$ cat config.mk
export PLATFORM = sky130hd
export DESIGN_NAME = stepper_ramp_generator
export DESIGN_NICKNAME = d
export VERILOG_FILES = /design/src/hw/rtl/srg_pkg.sv /design/src/hw/rtl/srg_div.sv /design/src/hw/rtl/stepper_ramp_generator.sv
export SDC_FILE = /design/constraint.sdc
export NUM_CORES = 1
export LEC_CHECK = 0
export BUFFER_PORTS_ARGS = -buffer_cell sky130_fd_sc_hd__buf_2
export CAP_MARGIN = 20
export CORE_ASPECT_RATIO = 0.8
export CORE_MARGIN = 2
export CORE_UTILIZATION = 29
export CTS_CLUSTER_DIAMETER = 200
export DETAILED_ROUTE_END_ITERATION = 10
export PLACE_DENSITY = 0.55
export SYNTH_ARGS = -nofsm -noshare
export SYNTH_HDL_FRONTEND = slang
export SYNTH_HIERARCHICAL = 1
export SYNTH_SLANG_ARGS = --single-unit
$ cat constraint.sdc
create_clock -name clk_i -period 5.5 [get_ports clk_i]
set_input_delay 0.825 -clock clk_i [delete_from_list [all_inputs] [get_ports clk_i]]
set_output_delay 0.825 -clock clk_i [all_outputs]
set_load 0.02 [all_outputs]
$ cat src/hw/rtl/srg_pkg.sv
// Package for the stepper ramp generator: widths, codes, FSM states and
// the request/response structs of the serial divider. No dependencies.
package srg_pkg;

  localparam int unsigned COUNT_BITS    = 24;
  localparam int unsigned POSITION_BITS = 32;
  localparam int unsigned DIV_BITS      = 16;
  localparam int unsigned DIV_CNT_BITS  = $clog2(DIV_BITS + 1);
  localparam int unsigned CFG_IDX_BITS  = 3;

  localparam logic [15:0] PERIOD_TOP = 16'hFFFE;
  localparam logic [15:0] DIV_MAX    = 16'hFFFF;

  typedef enum logic [1:0] {
    MODE_START = 2'd0,
    MODE_TICK  = 2'd1,
    MODE_STOP  = 2'd2,
    MODE_NONE  = 2'd3
  } mode_e;

  typedef enum logic [CFG_IDX_BITS-1:0] {
    CFG_START_PERIOD = 3'd0,
    CFG_MIN_PERIOD   = 3'd1,
    CFG_PERIOD_FLOOR = 3'd2,
    CFG_ACCEL_DIV    = 3'd3,
    CFG_DIR_POLARITY = 3'd4
  } cfg_idx_e;

  typedef enum logic [2:0] {
    ST_IDLE,
    ST_PLAN_DIV,
    ST_PLAN_STEP,
    ST_TICK_DIV,
    ST_TICK_STEP,
    ST_FIN
  } state_e;

  typedef struct packed {
    logic                start;
    logic [DIV_BITS-1:0] dividend;
    logic [DIV_BITS-1:0] divisor;
  } div_req_t;

  typedef struct packed {
    logic                done;
    logic [DIV_BITS-1:0] quotient;
  } div_rsp_t;

endpackage

$ cat src/hw/rtl/srg_div.sv
// Bit-serial restoring divider, one quotient bit per cycle.
// Depends on srg_pkg.
module srg_div (
  input  logic             clk_i,
  input  logic             rst_ni,
  input  srg_pkg::div_req_t req_i,
  output srg_pkg::div_rsp_t rsp_o
);
  import srg_pkg::*;

  logic [DIV_BITS-1:0]     rem_q, rem_d, quo_q, quo_d, dvs_q, dvs_d;
  logic [DIV_CNT_BITS-1:0] cnt_q, cnt_d;
  logic                    busy_q, busy_d, done_q, done_d;
  logic [DIV_BITS:0]       trial;

  assign trial = {rem_q, quo_q[DIV_BITS-1]} - {1'b0, dvs_q};

  always_comb begin
    rem_d  = rem_q;
    quo_d  = quo_q;
    dvs_d  = dvs_q;
    cnt_d  = cnt_q;
    busy_d = busy_q;
    done_d = 1'b0;
    if (req_i.start) begin
      rem_d  = '0;
      quo_d  = req_i.dividend;
      dvs_d  = req_i.divisor;
      cnt_d  = DIV_CNT_BITS'(DIV_BITS);
      busy_d = 1'b1;
    end else if (busy_q) begin
      if (!trial[DIV_BITS]) begin
        rem_d = trial[DIV_BITS-1:0];
      end else begin
        rem_d = {rem_q[DIV_BITS-2:0], quo_q[DIV_BITS-1]};
      end
      quo_d = {quo_q[DIV_BITS-2:0], ~trial[DIV_BITS]};
      cnt_d = cnt_q - 1'b1;
      if (cnt_q == DIV_CNT_BITS'(1)) begin
        busy_d = 1'b0;
        done_d = 1'b1;
      end
    end
  end

  always_ff @(posedge clk_i or negedge rst_ni) begin
    if (!rst_ni) begin
      cnt_q  <= '0;
      busy_q <= 1'b0;
      done_q <= 1'b0;
    end else begin
      cnt_q  <= cnt_d;
      busy_q <= busy_d;
      done_q <= done_d;
    end
  end

  always_ff @(posedge clk_i) begin
    rem_q <= rem_d;
    quo_q <= quo_d;
    dvs_q <= dvs_d;
  end

  assign rsp_o.done     = done_q;
  assign rsp_o.quotient = quo_q;

endmodule

$ cat src/hw/rtl/stepper_ramp_generator.sv
// Stepper ramp generator top level: control FSM, motion state, config
// registers and output register. Depends on srg_pkg and srg_div.
//
// Usage: one input transaction (mode, step_count, reverse, hold) yields
// exactly one output transaction (period, position, step_dir, running,
// done_res). Configuration writes arrive on the cfg channel, which is
// always ready; write only while the block is idle.
// Stop and unused modes go straight to the output register; a tick runs
// one serial division of the period by the ramp divisor; a start move
// runs one planning division after another until the period reaches
// min_period, so the plan's length is set by start_period, min_period
// and accel_divisor.
// One item is processed at a time; in_ready_o is high only when idle.
// The output register holds a result until taken; the next item may be
// accepted meanwhile, and its result waits in the final state while the
// receiver stalls.
// Reset clears most motion state (stopped, position 0) and loads default
// configuration: start 20000, min 1000, floor 100, divisor 100, polarity 0.
module stepper_ramp_generator (
  input  logic                             clk_i,
  input  logic                             rst_ni,
  input  logic                             in_valid_i,
  output logic                             in_ready_o,
  input  logic [1:0]                       mode_i,
  input  logic [23:0]                      step_count_i,
  input  logic                             reverse_i,
  input  logic                             hold_i,
  output logic                             out_valid_o,
  input  logic                             out_ready_i,
  output logic [15:0]                      period_o,
  output logic signed [31:0]               position_o,
  output logic                             step_dir_o,
  output logic                             running_o,
  output logic                             done_res_o,
  input  logic                             cfg_valid_i,
  output logic                             cfg_ready_o,
  input  logic [srg_pkg::CFG_IDX_BITS-1:0] cfg_index_i,
  input  logic [15:0]                      cfg_data_i
);
  import srg_pkg::*;

  state_e state_q, state_d;

  logic [15:0] start_q, min_q, floor_q;
  logic [7:0]  acc_q;
  logic        pol_q;

  logic [15:0]              cur_q, cur_d, rdiv_q, rdiv_d, pp_q, pp_d, pdiv_q, pdiv_d;
  logic [POSITION_BITS-1:0] pos_q, pos_d;
  logic [COUNT_BITS-1:0]    steps_q, steps_d, accel_q, accel_d, n_q, n_d;
  logic                     run_q, run_d, dir_q, dir_d, done_q, done_d, hold_q, hold_d;

  logic        ov_q, ov_d;
  logic [15:0] o_period_q, o_period_d;
  logic [31:0] o_pos_q, o_pos_d;
  logic        o_dir_q, o_dir_d, o_run_q, o_run_d, o_done_q, o_done_d;

  div_req_t div_req;
  div_rsp_t div_rsp;

  logic [15:0]           q, acc_div, rdiv1, cur_t, rdiv_t;
  logic [16:0]           floor_sum, min_sum, up_sum;
  logic                  in_acc, slow_end;
  logic [COUNT_BITS-1:0] cnt_in;

  srg_div u_div (
    .clk_i (clk_i),
    .rst_ni(rst_ni),
    .req_i (div_req),
    .rsp_o (div_rsp)
  );

  assign in_ready_o  = (state_q == ST_IDLE);
  assign in_acc      = in_valid_i && in_ready_o;
  assign cfg_ready_o = 1'b1;
  assign cnt_in      = COUNT_BITS'(step_count_i);
  assign acc_div     = (acc_q == 8'd0) ? 16'd1 : {8'd0, acc_q};
  assign rdiv1       = (rdiv_q == 16'd0) ? 16'd1 : rdiv_q;
  assign q           = div_rsp.quotient;
  assign floor_sum   = {1'b0, floor_q} + {1'b0, q};
  assign min_sum     = {1'b0, min_q} + {1'b0, q};
  assign up_sum      = {1'b0, cur_q} + {1'b0, q};

  always_ff @(posedge clk_i or negedge rst_ni) begin
    if (!rst_ni) begin
      start_q <= 16'd20000;
      min_q   <= 16'd1000;
      floor_q <= 16'd100;
      acc_q   <= 8'd100;
      pol_q   <= 1'b0;
    end else if (cfg_valid_i) begin
      unique case (cfg_index_i)
        CFG_START_PERIOD: start_q <= cfg_data_i;
        CFG_MIN_PERIOD:   min_q   <= cfg_data_i;
        CFG_PERIOD_FLOOR: floor_q <= cfg_data_i;
        CFG_ACCEL_DIV:    acc_q   <= cfg_data_i[7:0];
        CFG_DIR_POLARITY: pol_q   <= cfg_data_i[0];
        default: ;
      endcase
    end
  end

  always_comb begin
    state_d    = state_q;
    cur_d      = cur_q;
    rdiv_d     = rdiv_q;
    pp_d       = pp_q;
    pdiv_d     = pdiv_q;
    pos_d      = pos_q;
    steps_d    = steps_q;
    accel_d    = accel_q;
    n_d        = n_q;
    run_d      = run_q;
    dir_d      = dir_q;
    done_d     = done_q;
    hold_d     = hold_q;
    ov_d       = ov_q && !out_ready_i;
    o_period_d = o_period_q;
    o_pos_d    = o_pos_q;
    o_dir_d    = o_dir_q;
    o_run_d    = o_run_q;
    o_done_d   = o_done_q;
    div_req    = '0;
    cur_t      = cur_q;
    rdiv_t     = rdiv_q;
    slow_end   = 1'b0;

    unique case (state_q)
      ST_IDLE: begin
        if (in_acc) begin
          done_d  = 1'b0;
          hold_d  = hold_i;
          state_d = ST_FIN;
          case (mode_i)
            MODE_START: begin
              if (!run_q) begin
                cur_d   = start_q;
                rdiv_d  = acc_div;
                dir_d   = pol_q ^ reverse_i;
                steps_d = cnt_in;
                accel_d = '0;
                run_d   = 1'b1;
                if (cnt_in != '0) begin
                  pp_d             = start_q;
                  pdiv_d           = acc_div;
                  n_d              = '0;
                  div_req.start    = 1'b1;
                  div_req.dividend = start_q;
                  div_req.divisor  = acc_div;
                  state_d          = ST_PLAN_DIV;
                end
              end
            end
            MODE_TICK: begin
              if (run_q) begin
                div_req.start    = 1'b1;
                div_req.dividend = cur_q;
                div_req.divisor  = rdiv1;
                state_d          = ST_TICK_DIV;
              end
            end
            MODE_STOP: begin
              if (run_q) begin
                run_d   = 1'b0;
                cur_d   = '0;
                steps_d = '0;
                accel_d = '0;
                done_d  = 1'b1;
              end else begin
                pos_d = '0;
              end
            end
            default: ;
          endcase
        end
      end
      ST_PLAN_DIV: begin
        if (div_rsp.done) state_d = ST_PLAN_STEP;
      end
      ST_PLAN_STEP: begin
        if (q == 16'd0 || {1'b0, pp_q} <= min_sum) begin
          if ({n_q, 1'b0} > {1'b0, steps_q}) begin
            accel_d = steps_q >> 1;
          end else begin
            accel_d = steps_q - n_q;
          end
          state_d = ST_FIN;
        end else begin
          pp_d = pp_q - q;
          if (pdiv_q != DIV_MAX) pdiv_d = pdiv_q + 16'd1;
          if (n_q != '1) n_d = n_q + 1'b1;
          div_req.start    = 1'b1;
          div_req.dividend = pp_q - q;
          div_req.divisor  = (pdiv_q != DIV_MAX) ? pdiv_q + 16'd1 : pdiv_q;
          state_d          = ST_PLAN_DIV;
        end
      end
      ST_TICK_DIV: begin
        if (div_rsp.done) state_d = ST_TICK_STEP;
      end
      ST_TICK_STEP: begin
        if (dir_q) pos_d = pos_q - 1'b1;
        else       pos_d = pos_q + 1'b1;
        if ((steps_q == '0) ? hold_q : (accel_q != '0)) begin
          if (cur_q > min_q && {1'b0, cur_q} > floor_sum) begin
            cur_t = cur_q - q;
            if (rdiv_q != DIV_MAX) rdiv_t = rdiv_q + 16'd1;
          end
        end else if (steps_q == '0 || cur_q <= PERIOD_TOP) begin
          if (up_sum < {1'b0, start_q}) begin
            cur_t = up_sum[15:0];
            if (rdiv_q > 16'd1) rdiv_t = rdiv_q - 16'd1;
          end else begin
            slow_end = 1'b1;
          end
        end
        cur_d  = cur_t;
        rdiv_d = rdiv_t;
        if (steps_q == '0) begin
          if (!hold_q && slow_end) begin
            run_d  = 1'b0;
            cur_d  = '0;
            done_d = 1'b1;
          end
        end else begin
          if (accel_q != '0) accel_d = accel_q - 1'b1;
          steps_d = steps_q - 1'b1;
          if (steps_q == COUNT_BITS'(1)) begin
            run_d   = 1'b0;
            cur_d   = '0;
            accel_d = '0;
            done_d  = 1'b1;
          end
        end
        state_d = ST_FIN;
      end
      ST_FIN: begin
        if (!ov_q || out_ready_i) begin
          ov_d       = 1'b1;
          o_period_d = cur_q;
          o_pos_d    = 32'($signed(pos_q));
          o_dir_d    = dir_q;
          o_run_d    = run_q;
          o_done_d   = done_q;
          state_d    = ST_IDLE;
        end
      end
      default: state_d = ST_IDLE;
    endcase
  end

  always_ff @(posedge clk_i or negedge rst_ni) begin
    if (!rst_ni) begin
      state_q <= ST_IDLE;
      cur_q   <= '0;
      rdiv_q  <= '0;
      pos_q   <= '0;
      steps_q <= '0;
      accel_q <= '0;
      run_q   <= 1'b0;
      dir_q   <= 1'b0;
      pp_q    <= '0;
      n_q     <= '0;
      ov_q    <= 1'b0;
    end else begin
      state_q <= state_d;
      cur_q   <= cur_d;
      rdiv_q  <= rdiv_d;
      pos_q   <= pos_d;
      steps_q <= steps_d;
      accel_q <= accel_d;
      run_q   <= run_d;
      dir_q   <= dir_d;
      pp_q    <= pp_d;
      n_q     <= n_d;
      ov_q    <= ov_d;
    end
  end

  always_ff @(posedge clk_i) begin
    pdiv_q     <= pdiv_d;
    done_q     <= done_d;
    hold_q     <= hold_d;
    o_period_q <= o_period_d;
    o_pos_q    <= o_pos_d;
    o_dir_q    <= o_dir_d;
    o_run_q    <= o_run_d;
    o_done_q   <= o_done_d;
  end

  assign out_valid_o = ov_q;
  assign period_o    = o_period_q;
  assign position_o  = o_pos_q;
  assign step_dir_o  = o_dir_q;
  assign running_o   = o_run_q;
  assign done_res_o  = o_done_q;

endmodule

==> run_summary.xml <==
<?xml version="1.0" encoding="UTF-8"?>
<metrics>
  <group name="place">
    <metric name="place_congestion" unit="">0.896</metric>
    <metric name="placement.io_buffers" unit="">104</metric>
    <metric name="post-place-cells" unit="">4058</metric>
    <metric name="dp_worst_setup_slack" unit="ns">-0.0571</metric>
    <metric name="dp.final_hpwl" unit="mm">60.7</metric>
  </group>
  <group name="min_path">
    <metric name="worstHoldPathType" unit="">input port to asynchronous set/reset pin</metric>
  </group>
  <group name="synthesis">
    <metric name="synthesis.instances" unit="">2854</metric>
    <metric name="synth_warnings" unit="">6</metric>
    <metric name="synth_top_cell_by_area" unit="">sky130_fd_sc_hd__dfrtp_1</metric>
    <metric name="synthTopCellsByCount" unit="">271 x sky130_fd_sc_hd__o21ai_0, 248 x sky130_fd_sc_hd__nand2_1, 244 x sky130_fd_sc_hd__ha_1</metric>
    <metric name="number_of_synthesized_flops_with_an_enable_pin" unit="">101</metric>
    <metric name="post_synth.cell_area_avg" unit="um^2">8.86</metric>
    <metric name="ys_seq_elements" unit="">339</metric>
    <metric name="synthesized_area" unit="um^2">25300</metric>
    <metric name="postSynthNetCount" unit="">3158</metric>
    <metric name="sequential_to_total_area_share_from_yosys_stat" unit="%">35.3</metric>
    <metric name="synthArstFlopShare" unit="%">65.5</metric>
    <metric name="synth.top_cell.area_share" unit="%">20.3</metric>
    <metric name="synth_area_leaders" unit="">sky130_fd_sc_hd__dfrtp_1 20%, sky130_fd_sc_hd__ha_1 12%, sky130_fd_sc_hd__edfxtp_1 12%</metric>
    <metric name="yosysMostFrequentCell" unit="">sky130_fd_sc_hd__o21ai_0</metric>
    <metric name="netlist-cell-type-count" unit="">105</metric>
    <metric name="synth_ff_type" unit="">sky130_fd_sc_hd__dfrtp_1</metric>
  </group>
  <group name="run">
    <metric name="drv_cap" unit="">0</metric>
  </group>
  <group name="critical_path">
    <metric name="crit_chain" unit="">buf_4 -&gt; ha_1 -&gt; inv_1 -&gt; fa_1 -&gt; nor2_1 -&gt; o311a_1 -&gt; o2111ai_2 -&gt; nand3_1 -&gt; a21oi_1 -&gt; nor2_1 -&gt; nor2_1 -&gt; xnor2_1 -&gt; ha_1 -&gt; a21o_1 -&gt; a211oi_1 -&gt; o211ai_1 -&gt; a41oi_1 -&gt; buf_4 -&gt; and2_4 -&gt; o31a_1 -&gt; buf_4 -&gt; o221ai_1 -&gt; a221oi_1</metric>
    <metric name="critical_path.max_stage_delay" unit="ns">0.46</metric>
    <metric name="worstPathArrival" unit="ns">5.82</metric>
    <metric name="master_of_the_slowest_instance_on_the_critical_path" unit="">sky130_fd_sc_hd__o311a_1</metric>
    <metric name="r2r_setup_slack" unit="ns">0.15</metric>
    <metric name="worst-endpoint-required" unit="ns">5.97</metric>
    <metric name="setup.worst_path.start_class" unit="">register</metric>
    <metric name="worst_path_dominant_cell_family" unit="">compound AO/OA/AOI/OAI gates</metric>
    <metric name="critical_path.max_fanout" unit="">7</metric>
    <metric name="critical_path.endpoint_type" unit="">register</metric>
    <metric name="timing.critical_path.buf_inv" unit="">4</metric>
    <metric name="critical_path_class" unit="">register to register</metric>
  </group>
  <group name="sta">
    <metric name="maxClockFrequency" unit="MHz">187</metric>
    <metric name="timing.final.ws_setup" unit="ns">0.147</metric>
    <metric name="fin_crit_sh" unit="%">97.3</metric>
    <metric name="finalCriticalPeriod" unit="ns">5.35</metric>
    <metric name="timing.max_slew.rel_slack" unit="%">30.4</metric>
    <metric name="slew_viol_final" unit="">0</metric>
    <metric name="finalClockSkew" unit="ns">0.0328</metric>
    <metric name="timing_worst_slew_pin_value" unit="ns">1.03</metric>
    <metric name="final-setup-viol-count" unit="">0</metric>
    <metric name="final-hold-violation-count" unit="">0</metric>
  </group>
  <group name="die">
    <metric name="floorplan.die.width" unit="um">334</metric>
    <metric name="floorplan.die_area" unit="um^2">89500</metric>
    <metric name="num_io_pins" unit="">106</metric>
    <metric name="start_util" unit="%">29.4</metric>
    <metric name="core-area" unit="um^2">86000</metric>
    <metric name="row_count" unit="">96</metric>
    <metric name="die_height" unit="um">268</metric>
  </group>
  <group name="power_and_ir_drop">
    <metric name="seq_power_share" unit="%">23.1</metric>
    <metric name="fin_total_pwr" unit="mW">18.8</metric>
    <metric name="irDropWorstVdd" unit="uV">240</metric>
    <metric name="powerDensity" unit="nW/um^2">645</metric>
    <metric name="power_frac_comb" unit="%">61.2</metric>
    <metric name="switching_share" unit="%">48.0</metric>
    <metric name="p_leak" unit="nW">12.5</metric>
    <metric name="power_report.internal_total" unit="mW">9.77</metric>
    <metric name="clock_power_share" unit="%">15.7</metric>
    <metric name="power.net_switching" unit="mW">9.02</metric>
  </group>
  <group name="finish">
    <metric name="diodes" unit="">0</metric>
    <metric name="finish.net_count" unit="">3291</metric>
    <metric name="drive_above_1_share" unit="%">13.8</metric>
    <metric name="final_instance_count_without_filler_cells" unit="">4146</metric>
    <metric name="layout-area-overhead-vs-synth" unit="%">15.3</metric>
    <metric name="fin_util" unit="%">33.9</metric>
  </group>
  <group name="clock_network">
    <metric name="cts.path.max_buffers" unit="">3</metric>
    <metric name="hold_buffers" unit="">0</metric>
    <metric name="path_clk_slew" unit="ns">0.06</metric>
    <metric name="cts.htree.levels" unit="">2</metric>
    <metric name="clk_sinks" unit="">339</metric>
    <metric name="clock-root-buffer" unit="">sky130_fd_sc_hd__clkbuf_16</metric>
    <metric name="cts_inserted_buffers" unit="">40</metric>
    <metric name="worst_skew_late_latency" unit="ns">0.59</metric>
    <metric name="cts_tree" unit="">done</metric>
  </group>
  <group name="grt">
    <metric name="grt_max_degree" unit="">91</metric>
    <metric name="total_grt_usage" unit="%">17.8</metric>
    <metric name="grt_antenna_before_repair" unit="">4</metric>
    <metric name="via_count_of_the_first_global_routing_pass" unit="">20900</metric>
    <metric name="grt_overflow_total" unit="">0</metric>
    <metric name="grt_pass1_wl" unit="mm">126</metric>
  </group>
  <group name="routing">
    <metric name="routed_wl" unit="mm">80.7</metric>
    <metric name="antenna_left" unit="">0</metric>
    <metric name="drc" unit="">0</metric>
    <metric name="drt-vias-per-instance" unit="">5.37</metric>
    <metric name="drt_first_pass_iters" unit="">6</metric>
    <metric name="wl_per_cell" unit="um">19.5</metric>
    <metric name="dr_total_vias" unit="">22300</metric>
    <metric name="drt_iter0_markers" unit="">2032</metric>
  </group>
  <group name="outcome">
    <metric name="outcome" unit="">completed</metric>
  </group>
</metrics>
==> layout by cell type, fill, tap and decap left out, types with 25 or more instances in the layout <==
master,count
sky130_fd_sc_hd__clkbuf_16,41
sky130_fd_sc_hd__o21ai_1,27
sky130_fd_sc_hd__buf_4,93
sky130_fd_sc_hd__edfxtp_1,101
sky130_fd_sc_hd__xnor2_1,86
sky130_fd_sc_hd__nand3_1,83
sky130_fd_sc_hd__o21a_1,25
sky130_fd_sc_hd__a21oi_1,199
sky130_fd_sc_hd__inv_1,173
sky130_fd_sc_hd__ha_1,243
sky130_fd_sc_hd__dfrtp_1,205
sky130_fd_sc_hd__nand2b_1,31
sky130_fd_sc_hd__mux2_2,44
sky130_fd_sc_hd__nand2_1,244
sky130_fd_sc_hd__xor2_1,62
sky130_fd_sc_hd__nand4_1,37
sky130_fd_sc_hd__nor4_1,38
sky130_fd_sc_hd__a22oi_1,41
sky130_fd_sc_hd__nor3_1,60
sky130_fd_sc_hd__a21o_1,63
sky130_fd_sc_hd__o21ai_0,267
sky130_fd_sc_hd__nor2_1,219
sky130_fd_sc_hd__buf_2,104
==> cells by family after synthesis <==
group	Yosys count	share of synthesized area [%]
AO/OA/AOI/OAI	906	23.1
XOR/XNOR	148	5.13
adder cells (fa/ha/maj)	252	12.7
buffers and inverters	287	4.49
flip-flops	339	35.3
multiplexers	57	2.52
other	1	0.0148
AND/OR/NAND/NOR	864	16.7
==> flip-flops by register name, summed over array words and instances, names as in the netlist, 3 cells and up <==
signal / flops
steps_q: 24
rdiv_q: 16
start_q: 16
u_div/rem_q: 16
cur_q: 16
u_div/quo_q: 16
pos_q: 32
min_q: 16
pp_q: 16
accel_q: 24
n_q: 24
acc_q: 8
pdiv_q: 16
state_q: 3
position_o: 32
period_o: 16
u_div/dvs_q: 16
u_div/cnt_q: 5
floor_q: 16
==> worst register-to-register path: stages (launching register included) <==
cell,delay [ns]
sky130_fd_sc_hd__edfxtp_1,0.39
sky130_fd_sc_hd__buf_4,0.20
sky130_fd_sc_hd__ha_1,0.22
sky130_fd_sc_hd__inv_1,0.07
sky130_fd_sc_hd__fa_1,0.25
sky130_fd_sc_hd__nor2_1,0.10
sky130_fd_sc_hd__o311a_1,0.46
sky130_fd_sc_hd__o2111ai_2,0.26
sky130_fd_sc_hd__nand3_1,0.15
sky130_fd_sc_hd__a21oi_1,0.19
sky130_fd_sc_hd__nor2_1,0.07
sky130_fd_sc_hd__nor2_1,0.14
sky130_fd_sc_hd__xnor2_1,0.20
sky130_fd_sc_hd__ha_1,0.31
sky130_fd_sc_hd__a21o_1,0.17
sky130_fd_sc_hd__a211oi_1,0.28
sky130_fd_sc_hd__o211ai_1,0.16
sky130_fd_sc_hd__a41oi_1,0.24
sky130_fd_sc_hd__buf_4,0.22
sky130_fd_sc_hd__and2_4,0.23
sky130_fd_sc_hd__o31a_1,0.30
sky130_fd_sc_hd__buf_4,0.23
sky130_fd_sc_hd__o221ai_1,0.13
sky130_fd_sc_hd__a221oi_1,0.26
==> routing by layer <==
layer / track usage (%) / share of wire [%]
met5: 0 / 0.017
met4: 4.71 / 2.3
met3: 3.70 / 7.2
met2: 25.0 / 40
met1: 27.2 / 51
==> timing repair <==
action	in CTS	in global routing
gates resized for setup	3	24
pin swaps	0	10
endpoints found under the setup margin	50	111
hold endpoints to repair	0	0
cloned	0	1
setup buffers	0	12
==> area by class of cell <==
type	instances	area (um^2)
clock buffer	49	1080
inverter	176	661
clock inverter	25	349
fill	8928	56900
sequential	339	8930
timing repair buffer	201	1290
tap	1127	1410
multi-input combinational	2229	15400
==> stage by stage <==
| stage | hold slack (ns) | instance area, um^2 | TNS [ns] |
|---|---|---|---|
| after floorplan | 0.400 | 25300 | 0 |
| after global placement | 0.403 | 27500 | 0 |
| after detailed placement | 0.405 | 27500 | -1.44 |
| after CTS | 0.268 | 28900 | 0 |
| after global routing | 0.281 | 29100 | -0.0149 |
| final | 0.236 | 29100 | 0 |
==> power by group through the flow <==
| stage | registers [mW] | logic (mW) | clock network, mW |
|---|---|---|---|
| global placement | 4.38 | 10.9 | 0 |
| finish | 4.34 | 11.5 | 2.95 |
| detailed placement | 4.37 | 11.0 | 0 |
| global route | 4.43 | 12.8 | 3.14 |
| CTS | 4.33 | 11.1 | 3.03 |
| floorplan | 4.10 | 7.98 | 0 |
==> final timing paths <==
path                                     start         end  depth (start not counted)
worst min register to register          done_q  done_res_o                          0
worst min-delay path                    rst_ni   pos_q[12]                          1
min in group clk_i                      done_q  done_res_o                          0
worst max register to register  u_div/quo_q[0]    cur_q[9]                         23
worst max-delay path            u_div/quo_q[0]    cur_q[9]                         23
max in group asynchronous               rst_ni   min_q[15]                          2
(Power assumes the default switching activity.)
